===== src/hw/rtl/guf_pkg.sv =====
package guf_pkg;

    localparam int GRID_SIDE = 16;
    localparam int NCELLS    = GRID_SIDE * GRID_SIDE;

    localparam int CELL_W    = 8;
    localparam int DIR_W     = 2;
    localparam int DOOR_W    = 4;
    localparam int COMP_W    = 9;
    localparam int MEM_DEPTH = 2 ** CELL_W;
    localparam int COUNT_W   = $clog2(NCELLS + 1);
    localparam int PAR_W     = CELL_W + 1;

    // row = (cell * RECIP) >> RECIP_SHIFT, exact for every 8-bit cell
    localparam int RECIP_SHIFT = 16;
    localparam logic [RECIP_SHIFT-1:0] RECIP =
        RECIP_SHIFT'((2 ** RECIP_SHIFT + GRID_SIDE - 1) / GRID_SIDE);

    localparam logic CMD_CARVE = 1'b0;
    localparam logic CMD_READ  = 1'b1;

    localparam logic [DIR_W-1:0] DIR_EAST  = 2'd0;
    localparam logic [DIR_W-1:0] DIR_SOUTH = 2'd1;
    localparam logic [DIR_W-1:0] DIR_WEST  = 2'd2;
    localparam logic [DIR_W-1:0] DIR_NORTH = 2'd3;

    typedef logic [CELL_W-1:0] cell_t;

    // parent entry: top bit marks a root, low bits hold rank or link
    localparam logic [PAR_W-1:0] PAR_ROOT = {1'b1, {CELL_W{1'b0}}};

    typedef struct packed {
        logic                rd_en;
        cell_t               rd_addr;
        logic                wr_en;
        cell_t               wr_addr;
        logic [PAR_W-1:0]    wr_data;
    } par_req_t;

    typedef struct packed {
        logic                rd_en;
        cell_t               rd_addr;
        logic                wr_en;
        cell_t               wr_addr;
        logic [DOOR_W-1:0]   wr_data;
    } door_req_t;

    typedef struct packed {
        logic [DOOR_W-1:0]   doors;
        cell_t               nb;
        logic                nb_valid;
        logic                opened;
        logic                all_conn;
        logic [COMP_W-1:0]   comps;
    } result_t;

    typedef enum logic [6:0] {
        ST_IDLE   = 7'b0000001,
        ST_DECODE = 7'b0000010,
        ST_FIND_A = 7'b0000100,
        ST_FIND_B = 7'b0001000,
        ST_UNITE1 = 7'b0010000,
        ST_UNITE2 = 7'b0100000,
        ST_OUT    = 7'b1000000
    } state_t;

endpackage


===== src/hw/rtl/guf_parent_mem.sv =====
module guf_parent_mem
    import guf_pkg::*;
(
    input  logic             clk,
    input  logic             rst_n,
    input  par_req_t         req,
    output logic [PAR_W-1:0] rdata
);

    logic [PAR_W-1:0]     mem_reg [MEM_DEPTH];
    logic [PAR_W-1:0]     rd_mem_reg;
    logic [MEM_DEPTH-1:0] valid_reg;
    logic                 rd_vld_reg;

    always_ff @(posedge clk)
    begin
        if (req.wr_en)
        begin
            mem_reg[req.wr_addr] <= req.wr_data;
        end
        if (req.rd_en)
        begin
            rd_mem_reg <= mem_reg[req.rd_addr];
        end
    end

    // entries never written read as a root of rank zero
    always_ff @(posedge clk or negedge rst_n)
    begin
        if (!rst_n)
        begin
            valid_reg  <= '0;
            rd_vld_reg <= 1'b0;
        end
        else
        begin
            if (req.wr_en)
            begin
                valid_reg[req.wr_addr] <= 1'b1;
            end
            if (req.rd_en)
            begin
                rd_vld_reg <= valid_reg[req.rd_addr];
            end
        end
    end

    assign rdata = rd_vld_reg ? rd_mem_reg : PAR_ROOT;

endmodule


===== src/hw/rtl/guf_door_mem.sv =====
module guf_door_mem
    import guf_pkg::*;
(
    input  logic              clk,
    input  logic              rst_n,
    input  door_req_t         req,
    output logic [DOOR_W-1:0] rdata
);

    logic [DOOR_W-1:0]    mem_reg [MEM_DEPTH];
    logic [DOOR_W-1:0]    rd_mem_reg;
    logic [MEM_DEPTH-1:0] valid_reg;
    logic                 rd_vld_reg;

    always_ff @(posedge clk)
    begin
        if (req.wr_en)
        begin
            mem_reg[req.wr_addr] <= req.wr_data;
        end
        if (req.rd_en)
        begin
            rd_mem_reg <= mem_reg[req.rd_addr];
        end
    end

    // entries never written read as all doors closed
    always_ff @(posedge clk or negedge rst_n)
    begin
        if (!rst_n)
        begin
            valid_reg  <= '0;
            rd_vld_reg <= 1'b0;
        end
        else
        begin
            if (req.wr_en)
            begin
                valid_reg[req.wr_addr] <= 1'b1;
            end
            if (req.rd_en)
            begin
                rd_vld_reg <= valid_reg[req.rd_addr];
            end
        end
    end

    assign rdata = rd_vld_reg ? rd_mem_reg : '0;

endmodule


===== src/hw/rtl/guf_ctrl.sv =====
module guf_ctrl
    import guf_pkg::*;
(
    input  logic              clk,
    input  logic              rst_n,
    input  logic              in_valid,
    input  logic              command,
    input  cell_t             cell_req,
    input  logic [DIR_W-1:0]  direction,
    output logic              in_ready,
    input  logic              out_free,
    output logic              out_load,
    output result_t           res,
    output par_req_t          par_req,
    input  logic [PAR_W-1:0]  par_rdata,
    output door_req_t         door_req,
    input  logic [DOOR_W-1:0] door_rdata
);

    state_t               state_reg, state_next;
    logic                 cmd_reg, cmd_next;
    cell_t                cell_reg, cell_next;
    logic [DIR_W-1:0]     dir_reg, dir_next;
    cell_t                nb_reg, nb_next;
    logic                 nb_ok_reg, nb_ok_next;
    cell_t                cur_reg, cur_next;
    cell_t                ra_reg, ra_next;
    cell_t                rb_reg, rb_next;
    cell_t                rank_a_reg, rank_a_next;
    cell_t                rank_b_reg, rank_b_next;
    logic [DOOR_W-1:0]    doors_reg, doors_next;
    logic                 opened_reg, opened_next;
    logic [COUNT_W-1:0]   count_reg, count_next;

    logic [CELL_W+RECIP_SHIFT-1:0] row_prod;
    cell_t                row;
    cell_t                col;
    logic                 in_range;
    logic                 col_first, col_last, row_first, row_last;
    cell_t                nb_dec;
    logic                 nb_dec_ok;
    logic                 par_root;
    cell_t                par_low;
    logic [DOOR_W-1:0]    door_bit;
    logic [DOOR_W-1:0]    door_bit_opp;

    // neighbour decode from the latched cell
    always_comb
    begin
        row_prod  = cell_reg * RECIP;
        row       = row_prod[RECIP_SHIFT +: CELL_W];
        col       = cell_reg - cell_t'(row * GRID_SIDE);
        in_range  = int'(cell_reg) < NCELLS;
        col_first = (col == '0);
        col_last  = (col == cell_t'(GRID_SIDE - 1));
        row_first = int'(cell_reg) < GRID_SIDE;
        row_last  = int'(cell_reg) >= (NCELLS - GRID_SIDE);
        nb_dec    = '0;
        nb_dec_ok = 1'b0;
        unique case (dir_reg)
            DIR_EAST:
            begin
                nb_dec    = cell_reg + cell_t'(1);
                nb_dec_ok = !col_last;
            end
            DIR_SOUTH:
            begin
                nb_dec    = cell_reg + cell_t'(GRID_SIDE);
                nb_dec_ok = !row_last;
            end
            DIR_WEST:
            begin
                nb_dec    = cell_reg - cell_t'(1);
                nb_dec_ok = !col_first;
            end
            DIR_NORTH:
            begin
                nb_dec    = cell_reg - cell_t'(GRID_SIDE);
                nb_dec_ok = !row_first;
            end
            default:
            begin
                nb_dec    = '0;
                nb_dec_ok = 1'b0;
            end
        endcase
    end

    assign par_root     = par_rdata[PAR_W-1];
    assign par_low      = par_rdata[CELL_W-1:0];
    assign door_bit     = DOOR_W'(1) << dir_reg;
    assign door_bit_opp = DOOR_W'(1) << (dir_reg + DIR_W'(2));

    always_comb
    begin
        state_next  = state_reg;
        cmd_next    = cmd_reg;
        cell_next   = cell_reg;
        dir_next    = dir_reg;
        nb_next     = nb_reg;
        nb_ok_next  = nb_ok_reg;
        cur_next    = cur_reg;
        ra_next     = ra_reg;
        rb_next     = rb_reg;
        rank_a_next = rank_a_reg;
        rank_b_next = rank_b_reg;
        doors_next  = doors_reg;
        opened_next = opened_reg;
        count_next  = count_reg;
        in_ready    = 1'b0;
        out_load    = 1'b0;
        par_req     = '0;
        door_req    = '0;

        unique case (state_reg)
            ST_IDLE:
            begin
                in_ready = 1'b1;
                if (in_valid)
                begin
                    cmd_next         = command;
                    cell_next        = cell_req;
                    dir_next         = direction;
                    door_req.rd_en   = 1'b1;
                    door_req.rd_addr = cell_req;
                    state_next       = ST_DECODE;
                end
            end
            ST_DECODE:
            begin
                opened_next = 1'b0;
                doors_next  = in_range ? door_rdata : '0;
                if (nb_dec_ok && in_range && cmd_reg == CMD_CARVE)
                begin
                    nb_next         = nb_dec;
                    nb_ok_next      = 1'b1;
                    cur_next        = cell_reg;
                    par_req.rd_en   = 1'b1;
                    par_req.rd_addr = cell_reg;
                    state_next      = ST_FIND_A;
                end
                else
                begin
                    nb_next    = '0;
                    nb_ok_next = 1'b0;
                    state_next = ST_OUT;
                end
            end
            ST_FIND_A:
            begin
                par_req.rd_en = 1'b1;
                if (par_root)
                begin
                    ra_next         = cur_reg;
                    rank_a_next     = par_low;
                    par_req.rd_addr = nb_reg;
                    cur_next        = nb_reg;
                    state_next      = ST_FIND_B;
                end
                else
                begin
                    par_req.rd_addr = par_low;
                    cur_next        = par_low;
                end
            end
            ST_FIND_B:
            begin
                if (par_root)
                begin
                    rb_next     = cur_reg;
                    rank_b_next = par_low;
                    state_next  = (cur_reg == ra_reg) ? ST_OUT : ST_UNITE1;
                end
                else
                begin
                    par_req.rd_en   = 1'b1;
                    par_req.rd_addr = par_low;
                    cur_next        = par_low;
                end
            end
            ST_UNITE1:
            begin
                // door rdata still holds the named cell's doors from accept
                door_req.wr_en   = 1'b1;
                door_req.wr_addr = cell_reg;
                door_req.wr_data = door_rdata | door_bit;
                doors_next       = door_rdata | door_bit;
                door_req.rd_en   = 1'b1;
                door_req.rd_addr = nb_reg;
                par_req.wr_en    = 1'b1;
                if (rank_a_reg > rank_b_reg)
                begin
                    par_req.wr_addr = rb_reg;
                    par_req.wr_data = {1'b0, ra_reg};
                end
                else if (rank_a_reg == rank_b_reg)
                begin
                    par_req.wr_addr = rb_reg;
                    par_req.wr_data = {1'b1, rank_b_reg + cell_t'(1)};
                end
                else
                begin
                    par_req.wr_addr = ra_reg;
                    par_req.wr_data = {1'b0, rb_reg};
                end
                state_next = ST_UNITE2;
            end
            ST_UNITE2:
            begin
                door_req.wr_en   = 1'b1;
                door_req.wr_addr = nb_reg;
                door_req.wr_data = door_rdata | door_bit_opp;
                // equal ranks: second write links the cell's root below
                if (rank_a_reg == rank_b_reg)
                begin
                    par_req.wr_en   = 1'b1;
                    par_req.wr_addr = ra_reg;
                    par_req.wr_data = {1'b0, rb_reg};
                end
                if (count_reg > COUNT_W'(1))
                begin
                    count_next = count_reg - COUNT_W'(1);
                end
                opened_next = 1'b1;
                state_next  = ST_OUT;
            end
            ST_OUT:
            begin
                if (out_free)
                begin
                    out_load   = 1'b1;
                    state_next = ST_IDLE;
                end
            end
            default:
            begin
                state_next = ST_IDLE;
            end
        endcase
    end

    always_ff @(posedge clk or negedge rst_n)
    begin
        if (!rst_n)
        begin
            state_reg <= ST_IDLE;
            count_reg <= COUNT_W'(NCELLS);
        end
        else
        begin
            state_reg <= state_next;
            count_reg <= count_next;
        end
    end

    always_ff @(posedge clk)
    begin
        cmd_reg    <= cmd_next;
        cell_reg   <= cell_next;
        dir_reg    <= dir_next;
        nb_reg     <= nb_next;
        nb_ok_reg  <= nb_ok_next;
        cur_reg    <= cur_next;
        ra_reg     <= ra_next;
        rb_reg     <= rb_next;
        rank_a_reg <= rank_a_next;
        rank_b_reg <= rank_b_next;
        doors_reg  <= doors_next;
        opened_reg <= opened_next;
    end

    always_comb
    begin
        res.doors    = doors_reg;
        res.nb       = nb_reg;
        res.nb_valid = nb_ok_reg;
        res.opened   = opened_reg;
        res.all_conn = (count_reg == COUNT_W'(1));
        res.comps    = COMP_W'(count_reg);
    end

endmodule


===== src/hw/rtl/grid_union_find_maze_carver.sv =====
// maze carver over a 16 x 16 grid: union-find forest plus door bits per cell
//
// input channel: command, cell_req, direction qualified by in_valid; a word is
// taken on a rising edge with in_valid high and in_stall low. one word is in
// flight at a time, in_stall is high from accept until its result is loaded.
// output channel: one result word per input word, held in an output register
// and qualified by out_valid; it is taken when out_valid is high and out_stall
// is low. while the receiver stalls the word holds and the next input word is
// still accepted and worked on; it waits once done until the register frees.
// sequence: a read, an edge hit or an out of range cell goes from accept
// through the decode state to the output state. a carve walks both parent
// chains in the parent memory, one read per cycle, and when the sets merge
// it writes the union in the unite states; union by rank keeps each depth
// at most 8. the next word is taken the cycle after a result is loaded.
// reset: every cell is its own root of rank zero, all doors are closed and
// the component count is the number of cells; valid bits per memory entry
// make this take effect at once, no clearing pass.
module grid_union_find_maze_carver
    import guf_pkg::*;
(
    input  logic              clk,
    input  logic              rst_n,
    input  logic              in_valid,
    output logic              in_stall,
    input  logic              command,
    input  logic [CELL_W-1:0] cell_req,
    input  logic [DIR_W-1:0]  direction,
    output logic              out_valid,
    input  logic              out_stall,
    output logic [DOOR_W-1:0] cell_doors,
    output logic [CELL_W-1:0] neighbour,
    output logic              neighbour_valid,
    output logic              door_opened,
    output logic              fully_linked,
    output logic [COMP_W-1:0] components
);

    par_req_t          par_req;
    door_req_t         door_req;
    logic [PAR_W-1:0]  par_rdata;
    logic [DOOR_W-1:0] door_rdata;
    logic              in_ready;
    logic              out_free;
    logic              out_load;
    result_t           res;
    result_t           out_reg, out_next;
    logic              out_valid_reg, out_valid_next;

    guf_parent_mem u_parent_mem (
        .clk   (clk),
        .rst_n (rst_n),
        .req   (par_req),
        .rdata (par_rdata)
    );

    guf_door_mem u_door_mem (
        .clk   (clk),
        .rst_n (rst_n),
        .req   (door_req),
        .rdata (door_rdata)
    );

    guf_ctrl u_ctrl (
        .clk        (clk),
        .rst_n      (rst_n),
        .in_valid   (in_valid),
        .command    (command),
        .cell_req   (cell_req),
        .direction  (direction),
        .in_ready   (in_ready),
        .out_free   (out_free),
        .out_load   (out_load),
        .res        (res),
        .par_req    (par_req),
        .par_rdata  (par_rdata),
        .door_req   (door_req),
        .door_rdata (door_rdata)
    );

    assign in_stall = !in_ready;
    assign out_free = !out_valid_reg || !out_stall;

    always_comb
    begin
        out_next       = out_load ? res : out_reg;
        out_valid_next = out_load || (out_valid_reg && out_stall);
    end

    always_ff @(posedge clk or negedge rst_n)
    begin
        if (!rst_n)
        begin
            out_valid_reg <= 1'b0;
        end
        else
        begin
            out_valid_reg <= out_valid_next;
        end
    end

    always_ff @(posedge clk)
    begin
        out_reg <= out_next;
    end

    assign out_valid       = out_valid_reg;
    assign cell_doors      = out_reg.doors;
    assign neighbour       = out_reg.nb;
    assign neighbour_valid = out_reg.nb_valid;
    assign door_opened     = out_reg.opened;
    assign fully_linked    = out_reg.all_conn;
    assign components      = out_reg.comps;

endmodule

===== config.mk =====
export PLATFORM = sky130hd
export DESIGN_NAME = grid_union_find_maze_carver
export DESIGN_NICKNAME = d
export VERILOG_FILES = /design/src/hw/rtl/guf_pkg.sv /design/src/hw/rtl/guf_parent_mem.sv /design/src/hw/rtl/guf_door_mem.sv /design/src/hw/rtl/guf_ctrl.sv /design/src/hw/rtl/grid_union_find_maze_carver.sv
export SDC_FILE = /design/constraint.sdc
export NUM_CORES = 2
export LEC_CHECK = 0
export BUFFER_PORTS_ARGS = -buffer_cell sky130_fd_sc_hd__buf_2
export CELL_PAD_IN_SITES_DETAIL_PLACEMENT = 1
export CELL_PAD_IN_SITES_GLOBAL_PLACEMENT = 1
export CORE_MARGIN = 1.5
export CORE_UTILIZATION = 48
export CTS_CLUSTER_DIAMETER = 200
export DETAILED_ROUTE_END_ITERATION = 10
export PLACE_DENSITY = 0.73
export SYNTH_ARGS = -nofsm -noshare
export SYNTH_HDL_FRONTEND = slang
export SYNTH_SLANG_ARGS = --single-unit

===== constraint.sdc =====
create_clock -name clk -period 14.3 [get_ports clk]
set_input_delay 1.43 -clock clk [delete_from_list [all_inputs] [get_ports clk]]
set_output_delay 1.43 -clock clk [all_outputs]
set_load 0.01 [all_outputs]

==> metrics.yaml <==
status: "completed"
rows: 212
setup-violations-final: 0
largest_reg_flops: 2304
cpMaxStageDelayCell: "sky130_fd_sc_hd__nor4b_2"
holdCritPathClass: "in -> async"
synth.cells.most_frequent: "3,430 x sky130_fd_sc_hd__edfxtp_1, 3,369 x sky130_fd_sc_hd__nand2_1, 1,179 x sky130_fd_sc_hd__nand3_1, 607 x sky130_fd_sc_hd__nor2_1, 529 x sky130_fd_sc_hd__dfrtp_1"
top_level_ports: 41
critPathKind: "reg -> reg"
clock_root_buffer_master: "sky130_fd_sc_hd__clkbuf_16"
detailedPlacementHpwl_mm: 319
timing.final.crit_period_ns: 8.14
wl_per_cell_um: 31.0
slowest_delay_ns: 0.78
critical_path.startpoint_type: "register"
finalClockSkew_ns: 0.103
syn-mean-instance-area_um2: 12.5
largest_fanout_of_any_net_on_the_critical_path: 137
netlist_area_um2: 161000
chipHeight_um: 583
yosysSeqAreaShare_pct: 72.1
worstSkewPairLatency_ns: 1.03
critPathBufInv: 5
number_of_buffers_created_by_cts: 410
cts_resized: 0
dr.first_iter.drc_count: 12382
drtPass1Iterations: 5
worst_setup_path_end_kind: "register"
drt_wl_total_mm: 540
grt_antenna_before_repair: 27
nNetsFinal: 12711
multiInputGateArea_um2: 41100
async_flop_share_pct: 13.4
synth_area_leaders: "sky130_fd_sc_hd__edfxtp_1 64%, sky130_fd_sc_hd__dfrtp_1 8.2%, sky130_fd_sc_hd__nand2_1 7.8%"
ys.flop_type: "sky130_fd_sc_hd__edfxtp_1"
fillCellCount: 33085
critPathRequiredTime_ns: 14.96
cellPowerDensity_nw_per_um2: 147
synthDominantAreaCellType: "sky130_fd_sc_hd__edfxtp_1"
max-slew-margin-rel_pct: 3.61
cp_data_arrival_time_ns: 8.81
synth-warning-count: 0
synth-edff-count: 3430
timing_max_transition_violations_final: 0
grt_pass1_vias: 114389
htreeDepth: 5
fp.dieArea_um2: 339000
synth.lib_cells_used.distinct: 91
pin_count_of_the_biggest_net_entering_global_routing: 193
vias_per_cell: 6.38
hold_ws_ns: 0.390
syn_inst: 12866
synth.ff_latch_count: 3961
irDropWorstVdd_mv: 0.119
cp_common_cell: "sky130_fd_sc_hd__buf_4"
routabilityCongestion: 0.892
mapped_nets: 12901
drive_gt1_share_pct: 9.86
timing_hold_violations_final: 0
clkSlewWorstSetupHoldPaths_ns: 0.06
cts.path.max_buffers: 4
postCtsSetupRepairBufs: 0
max_freq_mhz: 123
netlist.area_leader.share_pct: 63.9
synthMostInstantiatedCell: "sky130_fd_sc_hd__edfxtp_1"
remaining_global_route_overflow: 0
cap_viol_max_count: 0
grt_use_total_pct: 31.3
tightest_slew_ns: 1.45
grt_pass1_wl_mm: 784
final-seq-area_um2: 116000
power_leakage_nw: 65.5
vias: 111236
rsz_0062_raised_after_global_routing: "no"
period_share_pct: 57.0
fin_setup_tns_ns: 0
initial_util_pct: 48.3
cp_top_family: "buffers and inverters"
numPortBuffers: 40
core_area_um2: 334000
cts_tree: "yes"
holdBufCountCts: 0
area_delta_synth_final_pct: 10.9
cp_cell_sequence: "nand2b_1, inv_1, a211oi_2, o2111ai_4, buf_4, and2_4, buf_12, buf_4, buf_4, mux2i_1, a32oi_1, nand3_1, a21oi_1, o2111ai_1, or3b_1, nor4b_2"
drc: 0
die_width_um: 583
detail-route-antenna-nets: 0
clock_sinks: 3961
## power by group
part	switching (mW)	internal, mW
Combinational	2.22	0.709
Clock	4.63	6.12
Sequential	0.0933	12.5
Total	6.94	19.3
## metrics by stage
| step | instance area (um^2) | utilization (%) | setup WS, ns | std cells | power, mW |
|---|---|---|---|---|---|
| after detailed placement | 165000 | 49.5 | 6.44 | 16651 | 15.7 |
| after global placement | 165000 | 49.5 | 6.46 | 16650 | 15.6 |
| final | 179000 | 53.6 | 6.16 | 17441 | 26.3 |
| after global routing | 179000 | 53.5 | 5.96 | 17431 | 26.8 |
| after CTS | 179000 | 53.5 | 6.39 | 17416 | 26.3 |
| after floorplan | 161000 | - | 0.0836 | 12866 | 14.5 |
## layout by cell type, fill, tap and decap left out, types with 34 or more instances in the layout
cell                        count
sky130_fd_sc_hd__nor4_1        38
sky130_fd_sc_hd__dfrtp_1      529
sky130_fd_sc_hd__a22oi_1       34
sky130_fd_sc_hd__edfxtp_1    3430
sky130_fd_sc_hd__o21ai_0      132
sky130_fd_sc_hd__a311oi_1      77
sky130_fd_sc_hd__a31oi_1      376
sky130_fd_sc_hd__nand2_1     3338
sky130_fd_sc_hd__nand4_1       83
sky130_fd_sc_hd__nand3_1     1179
sky130_fd_sc_hd__buf_2         40
sky130_fd_sc_hd__buf_4        234
sky130_fd_sc_hd__o22ai_1      105
sky130_fd_sc_hd__clkbuf_1     114
sky130_fd_sc_hd__inv_1         43
sky130_fd_sc_hd__a21oi_1      231
sky130_fd_sc_hd__nor3_1        50
sky130_fd_sc_hd__o21bai_1     259
sky130_fd_sc_hd__a211oi_1     186
sky130_fd_sc_hd__clkbuf_16    418
sky130_fd_sc_hd__or2_2        250
sky130_fd_sc_hd__clkinv_2      78
sky130_fd_sc_hd__and3_1       361
sky130_fd_sc_hd__clkbuf_8      40
sky130_fd_sc_hd__clkinv_1      53
sky130_fd_sc_hd__a32oi_1       98
sky130_fd_sc_hd__nor2_1       597
sky130_fd_sc_hd__mux2i_1      129
## layer usage
layer	up-vias	GRT usage [%]	wire length, um	share of wire, %
met2	5499	50.3	254000	47
met4	12	16.5	31400	5.8
met1	57815	40.7	208000	38
li1	46593	-	-	-
met3	1317	5.51	46600	8.6
met5	-	0	88	0.016
## cells by family after synthesis
family,Yosys count,synth area share (%)
AO/OA/AOI/OAI,1705,7.28
XOR/XNOR,30,0.163
adder cells (fa/ha/maj),20,0.160
buffers and inverters,944,2.71
flip-flops,3961,72.1
multiplexers,157,1.16
AND/OR/NAND/NOR,6049,16.4
## cell type report
type | instances | share of cell area (%)
repair buffers | 296 | 1.34
diodes | 25 | 0.0350
clock inverters | 192 | 1.08
multi-input cells | 7961 | 23.0
flip-flops and latches | 3961 | 65.0
clock buffers | 573 | 6.40
inverters | 46 | 0.102
well taps | 4387 | 3.07
## worst paths after layout
path	start	to	slack (ns)	cells after the start
min in group clk	u_door_mem.valid_reg[137]	u_door_mem.valid_reg[137]	0.46	1
min reg2reg	u_door_mem.valid_reg[137]	u_door_mem.valid_reg[137]	0.46	1
min	rst_n	u_door_mem.valid_reg[171]	0.39	1
max reg2reg	u_ctrl.dir_reg[0]	u_parent_mem.rd_mem_reg[8]	6.16	16
max in group asynchronous	rst_n	u_parent_mem.valid_reg[46]	10.56	4
max	u_ctrl.dir_reg[0]	u_parent_mem.rd_mem_reg[8]	6.16	16
## worst reg2reg max path, stage by stage (launching register included)
cell                        delay, ns
sky130_fd_sc_hd__edfxtp_1        0.73
sky130_fd_sc_hd__nand2b_1        0.38
sky130_fd_sc_hd__inv_1           0.31
sky130_fd_sc_hd__a211oi_2        0.13
sky130_fd_sc_hd__o2111ai_4       0.19
sky130_fd_sc_hd__buf_4           0.49
sky130_fd_sc_hd__and2_4          0.83
sky130_fd_sc_hd__buf_12          0.60
sky130_fd_sc_hd__buf_4           1.00
sky130_fd_sc_hd__buf_4           0.61
sky130_fd_sc_hd__mux2i_1         0.20
sky130_fd_sc_hd__a32oi_1         0.18
sky130_fd_sc_hd__nand3_1         0.12
sky130_fd_sc_hd__a21oi_1         0.41
sky130_fd_sc_hd__o2111ai_1       0.37
sky130_fd_sc_hd__or3b_1          0.49
sky130_fd_sc_hd__nor4b_2         0.78
(Power assumes the default switching activity.)
